===== src/hdl/first_fit_segment_allocator_macros.svh =====
// assertion macros for the first-fit segment allocator
// no dependencies; included by modules that carry assertions
`ifndef FIRST_FIT_SEGMENT_ALLOCATOR_MACROS_SVH
`define FIRST_FIT_SEGMENT_ALLOCATOR_MACROS_SVH

// implication checked on every rising clock edge outside reset
`define FFSA_ASSERT_IMP(label, clk, rst_n, ante, cons) \
	label: assert property (@(posedge clk) disable iff (!rst_n) (ante) |-> (cons)) \
		else $error("assertion failed");

// implication whose consequent is checked in the cycle after the antecedent
`define FFSA_ASSERT_NEXT(label, clk, rst_n, ante, cons) \
	label: assert property (@(posedge clk) disable iff (!rst_n) (ante) |=> (cons)) \
		else $error("assertion failed");

`endif


===== src/hdl/ffsa_pkg.sv =====
// shared types and constants for the first-fit segment allocator
// no dependencies
package ffsa_pkg;

	localparam int unsigned DefMaxSegments = 16;
	localparam int unsigned DefAddrWidth   = 16;
	localparam logic [15:0] TotalSizeReset = 16'd1024;

	localparam logic [1:0] MODE_ALLOC = 2'd0;
	localparam logic [1:0] MODE_FREE  = 2'd1;
	localparam logic [1:0] MODE_INIT  = 2'd2;

	localparam logic [2:0] ST_OK       = 3'd0;
	localparam logic [2:0] ST_NOFIT    = 3'd1;
	localparam logic [2:0] ST_FULL     = 3'd2;
	localparam logic [2:0] ST_NOTFOUND = 3'd3;
	localparam logic [2:0] ST_BADSIZE  = 3'd4;

	// commands from controller to datapath
	typedef struct packed {
		logic load_req;    // capture request fields
		logic init_table;  // rebuild one free segment
		logic clr_idx;     // scan index to zero
		logic inc_idx;     // advance scan index
		logic mark_hit;    // rewrite found entry (alloc or free)
		logic shift_up;    // move entry idx-1 to idx, idx decrements
		logic shift_down;  // move entry idx+1 to idx, idx increments
		logic write_ins;   // write inserted free entry at idx
		logic merge_prev;  // add entry idx length to idx-1, target to idx-1
		logic merge_next;  // add entry idx+1 length to idx, idx increments
		logic restore_idx; // scan index back to saved target
		logic set_result;  // load result register
		logic [2:0] res_status;
		logic cnt_inc;
		logic cnt_dec;
	} ffsa_cmd_t;

	// status from datapath to controller
	typedef struct packed {
		logic [1:0] mode;
		logic size_zero;
		logic idx_end;      // idx >= count
		logic alloc_hit;    // entry idx fits allocate
		logic free_hit;     // entry idx is used and starts at address
		logic need_split;   // fitting entry longer than request
		logic table_full;   // count == max
		logic prev_free;    // idx > 0 and entry idx-1 free
		logic next_free;    // idx+1 < count and entry idx+1 free
		logic at_target;    // idx == saved target position + 1
		logic del_end;      // idx+1 >= count
	} ffsa_stat_t;

endpackage


===== src/hdl/ffsa_datapath.sv =====
// segment table, scan index and result registers of the allocator
// depends on ffsa_pkg
module ffsa_datapath #(
	parameter int unsigned MAX_SEGMENTS = ffsa_pkg::DefMaxSegments,
	parameter int unsigned ADDR_WIDTH   = ffsa_pkg::DefAddrWidth
) (
	input  logic                  clk,
	input  logic                  arst_n,
	input  logic [15:0]           total_size_q,
	input  logic [1:0]            mode,
	input  logic [15:0]           request_size,
	input  logic [15:0]           block_start,
	input  ffsa_pkg::ffsa_cmd_t   cmd,
	output ffsa_pkg::ffsa_stat_t  stat,
	output logic [2:0]            status,
	output logic [15:0]           grant_start,
	output logic [15:0]           grant_size
);
	import ffsa_pkg::*;

	localparam int unsigned IW = $clog2(MAX_SEGMENTS);
	localparam int unsigned CW = $clog2(MAX_SEGMENTS + 1);

	logic [ADDR_WIDTH-1:0] start_mem [MAX_SEGMENTS];
	logic [ADDR_WIDTH-1:0] len_mem   [MAX_SEGMENTS];
	logic [MAX_SEGMENTS-1:0] free_q;
	logic [CW-1:0] count_q;
	logic [CW-1:0] idx_q;
	logic [CW-1:0] tgt_q;
	logic [1:0]  mode_q;
	logic [ADDR_WIDTH-1:0] size_q, addr_q;
	logic [ADDR_WIDTH-1:0] rest_q;
	logic [2:0]  status_q;
	logic [15:0] gs_q, gz_q;

	logic [IW-1:0] ix, ixm1, ixp1;
	logic [ADDR_WIDTH-1:0] cur_start, cur_len, prv_len, nxt_len;
	logic cur_free;
	logic [CW:0] idx_p1;

	assign ix     = idx_q[IW-1:0];
	assign ixm1   = ix - IW'(1);
	assign ixp1   = ix + IW'(1);
	assign idx_p1 = {1'b0, idx_q} + (CW+1)'(1);
	assign cur_start = start_mem[ix];
	assign cur_len   = len_mem[ix];
	assign cur_free  = free_q[ix];
	assign prv_len   = len_mem[ixm1];
	assign nxt_len   = len_mem[ixp1];

	// status toward the controller
	always_comb begin
		stat.mode       = mode_q;
		stat.size_zero  = (size_q == '0);
		stat.idx_end    = (idx_q >= count_q);
		stat.alloc_hit  = cur_free && (cur_len >= size_q);
		stat.free_hit   = !cur_free && (cur_start == addr_q);
		stat.need_split = (cur_len != size_q);
		stat.table_full = (count_q >= CW'(MAX_SEGMENTS));
		stat.prev_free  = (idx_q != '0) && free_q[ixm1];
		stat.next_free  = (idx_p1 < {1'b0, count_q}) && free_q[ixp1];
		stat.at_target  = (idx_q == tgt_q + CW'(1));
		stat.del_end    = (idx_p1 >= {1'b0, count_q});
	end

	// request capture, index, count and target
	always_ff @(posedge clk or negedge arst_n) begin
		if (!arst_n) begin
			count_q <= CW'(1);
			idx_q   <= '0;
			tgt_q   <= '0;
			mode_q  <= MODE_ALLOC;
			free_q  <= MAX_SEGMENTS'(1);
		end else begin
			if (cmd.load_req) begin
				mode_q <= mode;
			end
			if (cmd.init_table) begin
				count_q <= CW'(1);
				free_q  <= MAX_SEGMENTS'(1);
			end
			if (cmd.cnt_inc) count_q <= count_q + CW'(1);
			if (cmd.cnt_dec) count_q <= count_q - CW'(1);
			if (cmd.clr_idx) idx_q <= '0;
			// on a hit remember the position; an allocate also goes to the table end for shifting
			if (cmd.inc_idx) idx_q <= idx_q + CW'(1);
			if (cmd.mark_hit) begin
				tgt_q <= idx_q;
				free_q[ix] <= (mode_q == MODE_FREE);
				if (mode_q == MODE_ALLOC) idx_q <= count_q;
			end
			if (cmd.shift_up) begin
				free_q[ix] <= free_q[ixm1];
				idx_q <= idx_q - CW'(1);
			end
			if (cmd.shift_down) begin
				free_q[ix] <= free_q[ixp1];
				idx_q <= idx_q + CW'(1);
			end
			if (cmd.write_ins) free_q[ix] <= 1'b1;
			// merged entry stays at idx-1, idx is the entry to delete
			if (cmd.merge_prev) tgt_q <= idx_q - CW'(1);
			if (cmd.merge_next) idx_q <= idx_q + CW'(1);
			if (cmd.restore_idx) idx_q <= tgt_q;
		end
	end

	// payload registers
	always_ff @(posedge clk) begin
		if (cmd.load_req) begin
			size_q <= ADDR_WIDTH'(request_size);
			addr_q <= ADDR_WIDTH'(block_start);
		end
		// remainder of a split, kept for the inserted free entry
		if (cmd.mark_hit && mode_q == MODE_ALLOC) begin
			rest_q <= cur_len - size_q;
		end
		if (cmd.set_result) begin
			status_q <= cmd.res_status;
			if (cmd.res_status == ST_OK && mode_q == MODE_ALLOC) begin
				gs_q <= 16'(cmd.mark_hit ? cur_start : start_mem[tgt_q[IW-1:0]]);
				gz_q <= 16'(size_q);
			end else begin
				gs_q <= '0;
				gz_q <= '0;
			end
		end
	end

	// segment table, one write port
	always_ff @(posedge clk) begin
		if (cmd.init_table) begin
			start_mem[0] <= '0;
			len_mem[0]   <= ADDR_WIDTH'(total_size_q);
		end else if (cmd.mark_hit && mode_q == MODE_ALLOC) begin
			len_mem[ix] <= size_q;
		end else if (cmd.shift_up) begin
			start_mem[ix] <= start_mem[ixm1];
			len_mem[ix]   <= prv_len;
		end else if (cmd.shift_down) begin
			start_mem[ix] <= start_mem[ixp1];
			len_mem[ix]   <= nxt_len;
		end else if (cmd.write_ins) begin
			start_mem[ix] <= start_mem[ixm1] + size_q;
			len_mem[ix]   <= rest_q;
		end else if (cmd.merge_prev) begin
			len_mem[ixm1] <= prv_len + cur_len;
		end else if (cmd.merge_next) begin
			len_mem[ix] <= cur_len + nxt_len;
		end
	end

	assign status      = status_q;
	assign grant_start = gs_q;
	assign grant_size  = gz_q;
endmodule


===== src/hdl/ffsa_ctrl.sv =====
// controller state machine of the allocator
// depends on ffsa_pkg and the assertion macro header
module ffsa_ctrl (
	input  logic                 clk,
	input  logic                 arst_n,
	input  logic                 in_valid,
	output logic                 in_ready,
	output logic                 out_valid,
	input  logic                 out_ready,
	input  ffsa_pkg::ffsa_stat_t stat,
	output ffsa_pkg::ffsa_cmd_t  cmd
);
	import ffsa_pkg::*;
	`include "first_fit_segment_allocator_macros.svh"

	typedef enum logic [9:0] {
		S_IDLE  = 10'b0000000001,
		S_DISP  = 10'b0000000010,
		S_SCAN  = 10'b0000000100,
		S_SHUP  = 10'b0000001000,
		S_MPREV = 10'b0000010000,
		S_MNEXT = 10'b0000100000,
		S_DEL   = 10'b0001000000,
		S_INIT  = 10'b0010000000,
		S_DONE  = 10'b0100000000,
		S_BOOT  = 10'b1000000000
	} state_t;

	state_t state_q, state_d;
	logic   out_valid_q;
	logic   next_done_q;
	logic   del_cnt;

	assign in_ready  = (state_q == S_IDLE) && (!out_valid_q || out_ready);
	assign out_valid = out_valid_q;

	// next state and commands
	always_comb begin
		state_d = state_q;
		cmd     = '0;
		del_cnt = 1'b0;
		case (state_q)
			// build the table once after reset
			S_BOOT: begin
				cmd.init_table = 1'b1;
				state_d        = S_IDLE;
			end
			S_IDLE: begin
				if (in_valid && in_ready) begin
					cmd.load_req = 1'b1;
					cmd.clr_idx  = 1'b1;
					state_d      = S_DISP;
				end
			end
			S_DISP: begin
				if (stat.mode == MODE_INIT) begin
					cmd.init_table = 1'b1;
					state_d        = S_INIT;
				end else if (stat.mode == MODE_ALLOC && stat.size_zero) begin
					cmd.set_result = 1'b1;
					cmd.res_status = ST_BADSIZE;
					state_d        = S_DONE;
				end else if (stat.mode == MODE_ALLOC || stat.mode == MODE_FREE) begin
					state_d = S_SCAN;
				end else begin
					cmd.set_result = 1'b1;
					cmd.res_status = ST_OK;
					state_d        = S_DONE;
				end
			end
			S_INIT: begin
				cmd.set_result = 1'b1;
				cmd.res_status = ST_OK;
				state_d        = S_DONE;
			end
			S_SCAN: begin
				if (stat.idx_end) begin
					cmd.set_result = 1'b1;
					cmd.res_status = (stat.mode == MODE_ALLOC) ? ST_NOFIT : ST_NOTFOUND;
					state_d        = S_DONE;
				end else if (stat.mode == MODE_ALLOC && stat.alloc_hit) begin
					if (stat.need_split && stat.table_full) begin
						cmd.set_result = 1'b1;
						cmd.res_status = ST_FULL;
						state_d        = S_DONE;
					end else if (stat.need_split) begin
						cmd.mark_hit = 1'b1;
						cmd.cnt_inc  = 1'b1;
						state_d      = S_SHUP;
					end else begin
						cmd.mark_hit   = 1'b1;
						cmd.set_result = 1'b1;
						cmd.res_status = ST_OK;
						state_d        = S_DONE;
					end
				end else if (stat.mode == MODE_FREE && stat.free_hit) begin
					cmd.mark_hit = 1'b1;
					state_d      = S_MPREV;
				end else begin
					cmd.inc_idx = 1'b1;
				end
			end
			// open a hole right after the allocated entry, then fill it
			S_SHUP: begin
				if (stat.at_target) begin
					cmd.write_ins  = 1'b1;
					cmd.set_result = 1'b1;
					cmd.res_status = ST_OK;
					state_d        = S_DONE;
				end else begin
					cmd.shift_up = 1'b1;
				end
			end
			S_MPREV: begin
				if (stat.prev_free) begin
					cmd.merge_prev = 1'b1;
					del_cnt        = 1'b1;
					state_d        = S_DEL;
				end else begin
					state_d = S_MNEXT;
				end
			end
			S_MNEXT: begin
				if (stat.next_free) begin
					cmd.merge_next = 1'b1;
					del_cnt        = 1'b1;
					state_d        = S_DEL;
				end else begin
					cmd.set_result = 1'b1;
					cmd.res_status = ST_OK;
					state_d        = S_DONE;
				end
			end
			// close the gap left by a merged entry
			S_DEL: begin
				if (stat.del_end) begin
					cmd.cnt_dec     = 1'b1;
					cmd.restore_idx = 1'b1;
					if (next_done_q) begin
						cmd.set_result = 1'b1;
						cmd.res_status = ST_OK;
						state_d        = S_DONE;
					end else begin
						state_d = S_MNEXT;
					end
				end else begin
					cmd.shift_down = 1'b1;
				end
			end
			S_DONE: begin
				state_d = S_IDLE;
			end
			default: begin
				state_d = S_IDLE;
			end
		endcase
		if (del_cnt) cmd.cnt_dec = 1'b0;
	end

	always_ff @(posedge clk or negedge arst_n) begin
		if (!arst_n) begin
			state_q     <= S_BOOT;
			out_valid_q <= 1'b0;
			next_done_q <= 1'b0;
		end else begin
			state_q <= state_d;
			if (cmd.set_result) out_valid_q <= 1'b1;
			else if (out_ready) out_valid_q <= 1'b0;
			// at most one merge with the following entry per item
			if (cmd.load_req) next_done_q <= 1'b0;
			else if (cmd.merge_next) next_done_q <= 1'b1;
		end
	end

	`FFSA_ASSERT_IMP(a_onehot, clk, arst_n, 1'b1, $onehot(state_q))
	`FFSA_ASSERT_IMP(a_no_accept_busy, clk, arst_n, state_q != S_IDLE, !in_ready)
	`FFSA_ASSERT_NEXT(a_result_shown, clk, arst_n, cmd.set_result, out_valid)
endmodule


===== src/hdl/first_fit_segment_allocator.sv =====
// First-fit segment allocator with coalescing. An item passes accept, dispatch and
// done, and in between one step per table entry scanned, one per entry shifted on
// a split or merge and one per merge check; the controller walks the segment table,
// which has one write port, one entry per cycle. A boot state after reset builds
// the table before the first item is taken. One item is handled at a time; its
// result waits in an output register.
// depends on ffsa_pkg, ffsa_ctrl and ffsa_datapath
module first_fit_segment_allocator #(
	parameter int unsigned MAX_SEGMENTS = ffsa_pkg::DefMaxSegments,
	parameter int unsigned ADDR_WIDTH   = ffsa_pkg::DefAddrWidth
) (
	input  logic        clk,
	input  logic        arst_n,
	input  logic        cfg_we,
	input  logic [15:0] cfg_wdata,
	input  logic        in_valid,
	output logic        in_ready,
	input  logic [1:0]  mode,
	input  logic [15:0] request_size,
	input  logic [15:0] block_start,
	output logic        out_valid,
	input  logic        out_ready,
	output logic [2:0]  status,
	output logic [15:0] grant_start,
	output logic [15:0] grant_size
);
	import ffsa_pkg::*;

	logic [15:0] total_size_q;
	ffsa_cmd_t   cmd;
	ffsa_stat_t  stat;

	// configuration register
	always_ff @(posedge clk or negedge arst_n) begin
		if (!arst_n) total_size_q <= TotalSizeReset;
		else if (cfg_we) total_size_q <= cfg_wdata;
	end

	ffsa_ctrl u_ctrl (
		.clk(clk), .arst_n(arst_n), .in_valid(in_valid), .in_ready(in_ready),
		.out_valid(out_valid), .out_ready(out_ready), .stat(stat), .cmd(cmd)
	);

	ffsa_datapath #(.MAX_SEGMENTS(MAX_SEGMENTS), .ADDR_WIDTH(ADDR_WIDTH)) u_dp (
		.clk(clk), .arst_n(arst_n), .total_size_q(total_size_q), .mode(mode),
		.request_size(request_size), .block_start(block_start), .cmd(cmd),
		.stat(stat), .status(status), .grant_start(grant_start),
		.grant_size(grant_size)
	);
endmodule


===== config.mk =====
export PLATFORM = sky130hd
export DESIGN_NAME = first_fit_segment_allocator
export DESIGN_NICKNAME = d
export VERILOG_FILES = /design/src/hdl/ffsa_pkg.sv /design/src/hdl/ffsa_datapath.sv /design/src/hdl/ffsa_ctrl.sv /design/src/hdl/first_fit_segment_allocator.sv
export VERILOG_INCLUDE_DIRS = /design/src /design/src/hdl
export SDC_FILE = /design/constraint.sdc
export NUM_CORES = 2
export LEC_CHECK = 0
export ABC_AREA = 1
export BUFFER_PORTS_ARGS = -buffer_cell sky130_fd_sc_hd__buf_2
export CAP_MARGIN = 0
export CORE_ASPECT_RATIO = 2
export CORE_MARGIN = 2
export CORE_UTILIZATION = 60
export CTS_BUF_LIST = sky130_fd_sc_hd__clkbuf_4 sky130_fd_sc_hd__clkbuf_8
export CTS_CLUSTER_DIAMETER = 40
export CTS_CLUSTER_SIZE = 25
export DETAILED_ROUTE_END_ITERATION = 8
export PLACE_DENSITY = 0.82
export SYNTH_ARGS = -nofsm -noshare
export SYNTH_HDL_FRONTEND = slang
export SYNTH_HIERARCHICAL = 1
export SYNTH_SLANG_ARGS = --single-unit

===== constraint.sdc =====
create_clock -name clk -period 7.4 [get_ports clk]
set_clock_uncertainty 0.05 [all_clocks]
set_input_delay 0.74 -clock clk [delete_from_list [all_inputs] [get_ports clk]]
set_output_delay 0.74 -clock clk [all_outputs]
set_load 0.03 [all_outputs]

==> results.ini, run 1 <==
[logic_synthesis]
synth_edf_count=595
syn_nets=5421
ys_types=65
synth_flop_cell=edfxtp_1
syn-mean-instance-area_um2=7.888
synthArstFlopShare_pct=9.299
syn_area_um2=41650
yosysWarningCount=6
syn_inst=5280
seq_area_frac_synth_pct=46.57
ys_seq_elements=656

[clocking]
cts.repair.resized=0
cts_hold_buf=0
post-cts-setup-buffers=0
numCtsBuffers=58
h-tree-depth=2
clock-sinks=656
cts_root_buf=clkbuf_8
clock_path_buffers=3

[grt]
grt_pass1_vias=41720
grt_usage_pct=52.82
overflow=1
grt_start_max_net_pins=212
grt_pass1_wl_mm=273.1

[placed_design]
dp_hpwl_mm=123.4
place_congestion=1.102
portBuffers=91

[status]
lastStage=global routing (5_1_grt)
status=did not finish
error_line=[ERROR GRT-0116] Global routing finished with congestion. Check the congestion regions in the DRC Viewer.

[die]
die_h_um=376.6
start_util_pct=60.59
io_pins=92
die_w_um=190.3
placementRows=136

==> synthesized netlist by cell type, types with 82 or more instances <==
library cell	instances	area, µm²
buf_2	101	505.5
nand2_1	1480	5555
o21ai_0	501	2507
edfxtp_1	595	17870
nand3_1	693	3468
ha_1	82	1026
a21oi_1	289	1446
inv_1	440	1652
nor2_1	222	833.3
clkbuf_1	148	555.5
o211ai_1	96	720.7
a22oi_1	122	915.9
==> through the flow <==
stage / util [%] / instances / instance area, µm² / setup slack, ns / hold slack, ns
after detailed placement: 63.18 / 6113 / 43430 / 0.6228 / 0.4038
after floorplan: - / 5280 / 41650 / 1.219 / 0.3867
after CTS: 65.34 / 6223 / 44920 / 0.5771 / 0.04133
after global placement: 63.18 / 6113 / 43430 / 0.6683 / 0.4019
==> kinds of logic after synthesis <==
logic type | Yosys count | synth area share [%]
xor+xnor | 40 | 0.8411
simple gates | 2604 | 26.89
other cells | 1 | 0.009003
fa+ha+maj | 86 | 2.656
buf+inv | 789 | 7.714
flops | 656 | 46.57
compound gates | 1104 | 15.32
==> layer usage <==
layer  overflow  global-route usage [%]
met5          0                  0.4196
met4          0                   58.55
met3          0                   18.01
met2          1                   82.33
met1          0                   51.57
==> inputs of run 2 (changes only) <==
CORE_ASPECT_RATIO = not set   (was 2)
CORE_UTILIZATION = 40   (was 60)
CTS_BUF_LIST = not set   (was sky130_fd_sc_hd__clkbuf_4 sky130_fd_sc_hd__clkbuf_8)
CTS_CLUSTER_DIAMETER = not set   (was 40)
CTS_CLUSTER_SIZE = not set   (was 25)
PLACE_DENSITY = not set   (was 0.82)
PLACE_DENSITY_LB_ADDON = 0.15   (was not set)
==> run 2 against run 1 <==
Net effect:
- area after synthesis stayed put
- synthesized cell count stayed put
- the flow now finishes without violations
==> results.ini, run 2 <==
[placed_design]
post-place-ws_ns=0.4009  ; -0.2219 ns
dp.cells=6577  ; +7.6%
dp_hpwl_mm=114.7  ; -7.1%
place_congestion=1.012  ; -8.1%
portBuffers=91  ; unchanged

[logic_synthesis]
ys_seq_elements=656  ; unchanged
synth_edf_count=595  ; unchanged
syn_nets=5421  ; unchanged
synth_flop_cell=edfxtp_1
syn_inst=5280  ; unchanged
yosysTopAreaCell=edfxtp_1
synth_commonest_cells=nand2_1, nand3_1, edfxtp_1
yosysWarningCount=6  ; unchanged
synth_area_leaders=edfxtp_1, nand2_1, nand3_1
syn-mean-instance-area_um2=7.888  ; unchanged
syn_area_um2=41650  ; unchanged
ys_types=65  ; unchanged
seq_area_frac_synth_pct=46.57  ; unchanged
synthArstFlopShare_pct=9.299  ; unchanged
yosysMostFrequentCell=nand2_1
synth_top_area_share_pct=42.90  ; unchanged

[power]
worst_ir_drop_vdd_mv=0.2177
leakagePower_nw=19.59
power_density_nw_per_um2=310.5

[grt]
grt_pass1_wl_mm=249.6
overflow=0
grt_start_max_net_pins=196
grt_usage_pct=31.61
antenna_found_initial=2
grt_pass1_vias=36410

[final_layout]
drive_gt1_share_pct=10.33
regArea_um2=19410
final_common_cell=nand2_1
final_cell_mix=nand2_1, nand3_1, edfxtp_1
area_delta_synth_final_pct=12.17
top_regs=u_dp/len_mem: 256 flops, u_dp/start_mem: 256 flops
stdcell_count=6725
multi_input_area_um2=19230
nNetsFinal=5419
fillCellCount=10130

[timing]
slew_headroom_pct=3.809
period_share_pct=96.89
tns_ns=0
final-hold-violation-count=0
fmax_ghz=0.1395
drv_slew=0
tightest_slew_ns=1.428
setup_viol=0
rsz0062_at_grt=false
fin_crit_ns=7.170
setup_slack_ns=0.2298

[route]
drt_iter0_markers=6256
detail_route.wl_per_cell_um=25.78
finalWirelength_mm=173.4
vias=40260
drc_errors=0
dr.pass1.iters=7
postRouteAntennaNets=0
via_per_inst=5.987

[worst_setup_path]
cp.required_ns=7.71
worstPathMaxFanout=19
critPathKind=reg2reg
crit_path_start_kind=flop
r2r-start=u_dp/idx_q[2]$_DFF_PN0_
arrival_ns=7.48
crit_path_end_kind=flop
reg2reg_depth=27
r2r_slack_ns=0.23
r2r_end=u_dp/len_mem[11][10]$_DFFE_PP_

[clocking]
clock_path_buffers=3  ; unchanged
h-tree-depth=3  ; +1
cts_tree=done
clk_latency_ns=0.70
numCtsBuffers=79  ; +36%
cts_hold_buf=0  ; unchanged
path_clk_slew_ns=0.06
clock-sinks=656  ; unchanged
cts_root_buf=clkbuf_16

[die]
io_pins=92  ; unchanged
start_util_pct=40.30  ; -20 points
die_h_um=326.7  ; -13%
placementRows=118  ; -13%
die_w_um=326.7  ; +72%
core_area_um2=103300
die_area_um2=106700

[status]
status=complete, no violations

[job]
drv_cap=0

[hold_path]
worstHoldEndpoint=u_dp/size_q[14]$_DFFE_PP_
holdPathStages=1
hold_class=in2reg
hold_start=request_size[14]

[run 2: cell counts after synthesis]
No cell type changed its count.
[run 2: cell type report]
type                       count  area share (%)
antenna                        1        0.005356
clock buffer                  99           4.499
clock inverter                48           1.497
inverter                     460           3.739
multi-input combinational   3835           41.15
sequential                   656           41.54
tap                         1380           3.696
timing repair buffer         246           3.867
[run 2: report_power, final]
part           switching [W]  leakage, nW  total [W]  internal, W
combinational        0.00433         12.6    0.00612      0.00179
clock                0.00173         1.34    0.00420      0.00247
sequential         0.0000576         5.68    0.00418      0.00412
[run 2: per-stage QoR]
step	utilization, %	total power (W)	area (µm²)	hold WS, ns
floorplan	-	0.008269	41650	0.3867
global placement	42.48	0.01012	43910	0.4026
detailed placement	42.48	0.01012	43910	0.4047
CTS	45.19	0.01434	46710	0.1294
global route	45.20	0.01519	46720	0.1392
finish	45.21	0.01451	46720	0.1593
[run 2: metal layers]
layer	track usage (%)	share of wire (%)	wire, µm	vias to the layer above
met5	0	0.012	20	-
met1	45.23	42	72160	18990
met2	46.66	42	72890	2671
met4	13.76	4.7	8126	2
li1	-	-	-	18150
met3	5.817	12	20170	444
[run 2: kinds of logic (layout without fill, tap and decap cells)]
kind of cell	count (synthesis)	count (layout)	share of synthesized area, %
other	1	2	0.009003
AND/OR/NAND/NOR	2604	2604	26.89
buffers and inverters	789	853	7.714
XOR/XNOR	40	40	0.8411
adder cells (fa/ha/maj)	86	86	2.656
AO/OA/AOI/OAI	1104	1104	15.32
flip-flops	656	656	46.57
[run 2: worst max path at each step]
stage                            start                             end  slack [ns]
2_1_floorplan  u_dp/idx_q[0]$_DFF_PN0_  u_dp/start_mem[0][0]$_DFFE_PP_        1.22
3_3_place_gp   u_dp/idx_q[2]$_DFF_PN0_   u_dp/len_mem[6][12]$_DFFE_PP_        0.47
3_5_place_dp   u_dp/idx_q[2]$_DFF_PN0_   u_dp/len_mem[6][12]$_DFFE_PP_        0.40
4_1_cts        u_dp/idx_q[0]$_DFF_PN0_    u_dp/len_mem[5][6]$_DFFE_PP_        0.36
5_1_grt        u_dp/idx_q[0]$_DFF_PN0_   u_dp/len_mem[5][11]$_DFFE_PP_        0.04
6_report       u_dp/idx_q[2]$_DFF_PN0_  u_dp/len_mem[11][10]$_DFFE_PP_        0.23
[run 2: worst max-delay path, stage by stage, from the launching register on]
cell      delay, ns
dfrtp_1        0.36
buf_4          0.26
nand2_1        0.15
buf_12         0.19
inv_1          0.18
buf_4          0.40
nand2_1        0.22
nand2_2        0.59
inv_2          0.32
ha_1           0.36
nand2_1        0.04
a31oi_1        0.19
o21ai_0        0.13
o211ai_1       0.13
a41o_1         0.14
inv_1          0.10
nand3_1        0.16
inv_1          0.18
inv_1          0.15
nand3_2        0.15
a211oi_2       0.38
inv_2          0.22
nand2_4        0.25
inv_4          0.16
o22ai_1        0.40
nand2_1        0.25
nor2_2         0.32
buf_4          0.36
[run 2: timing repair]
action / 4_1_cts / 5_1_grt
setup endpoints to repair: 0 / 43
setup buffers: 0 / 0
resized for setup: 0 / 3
hold endpoints to repair: 0 / 0
(Power assumes the default switching activity.)
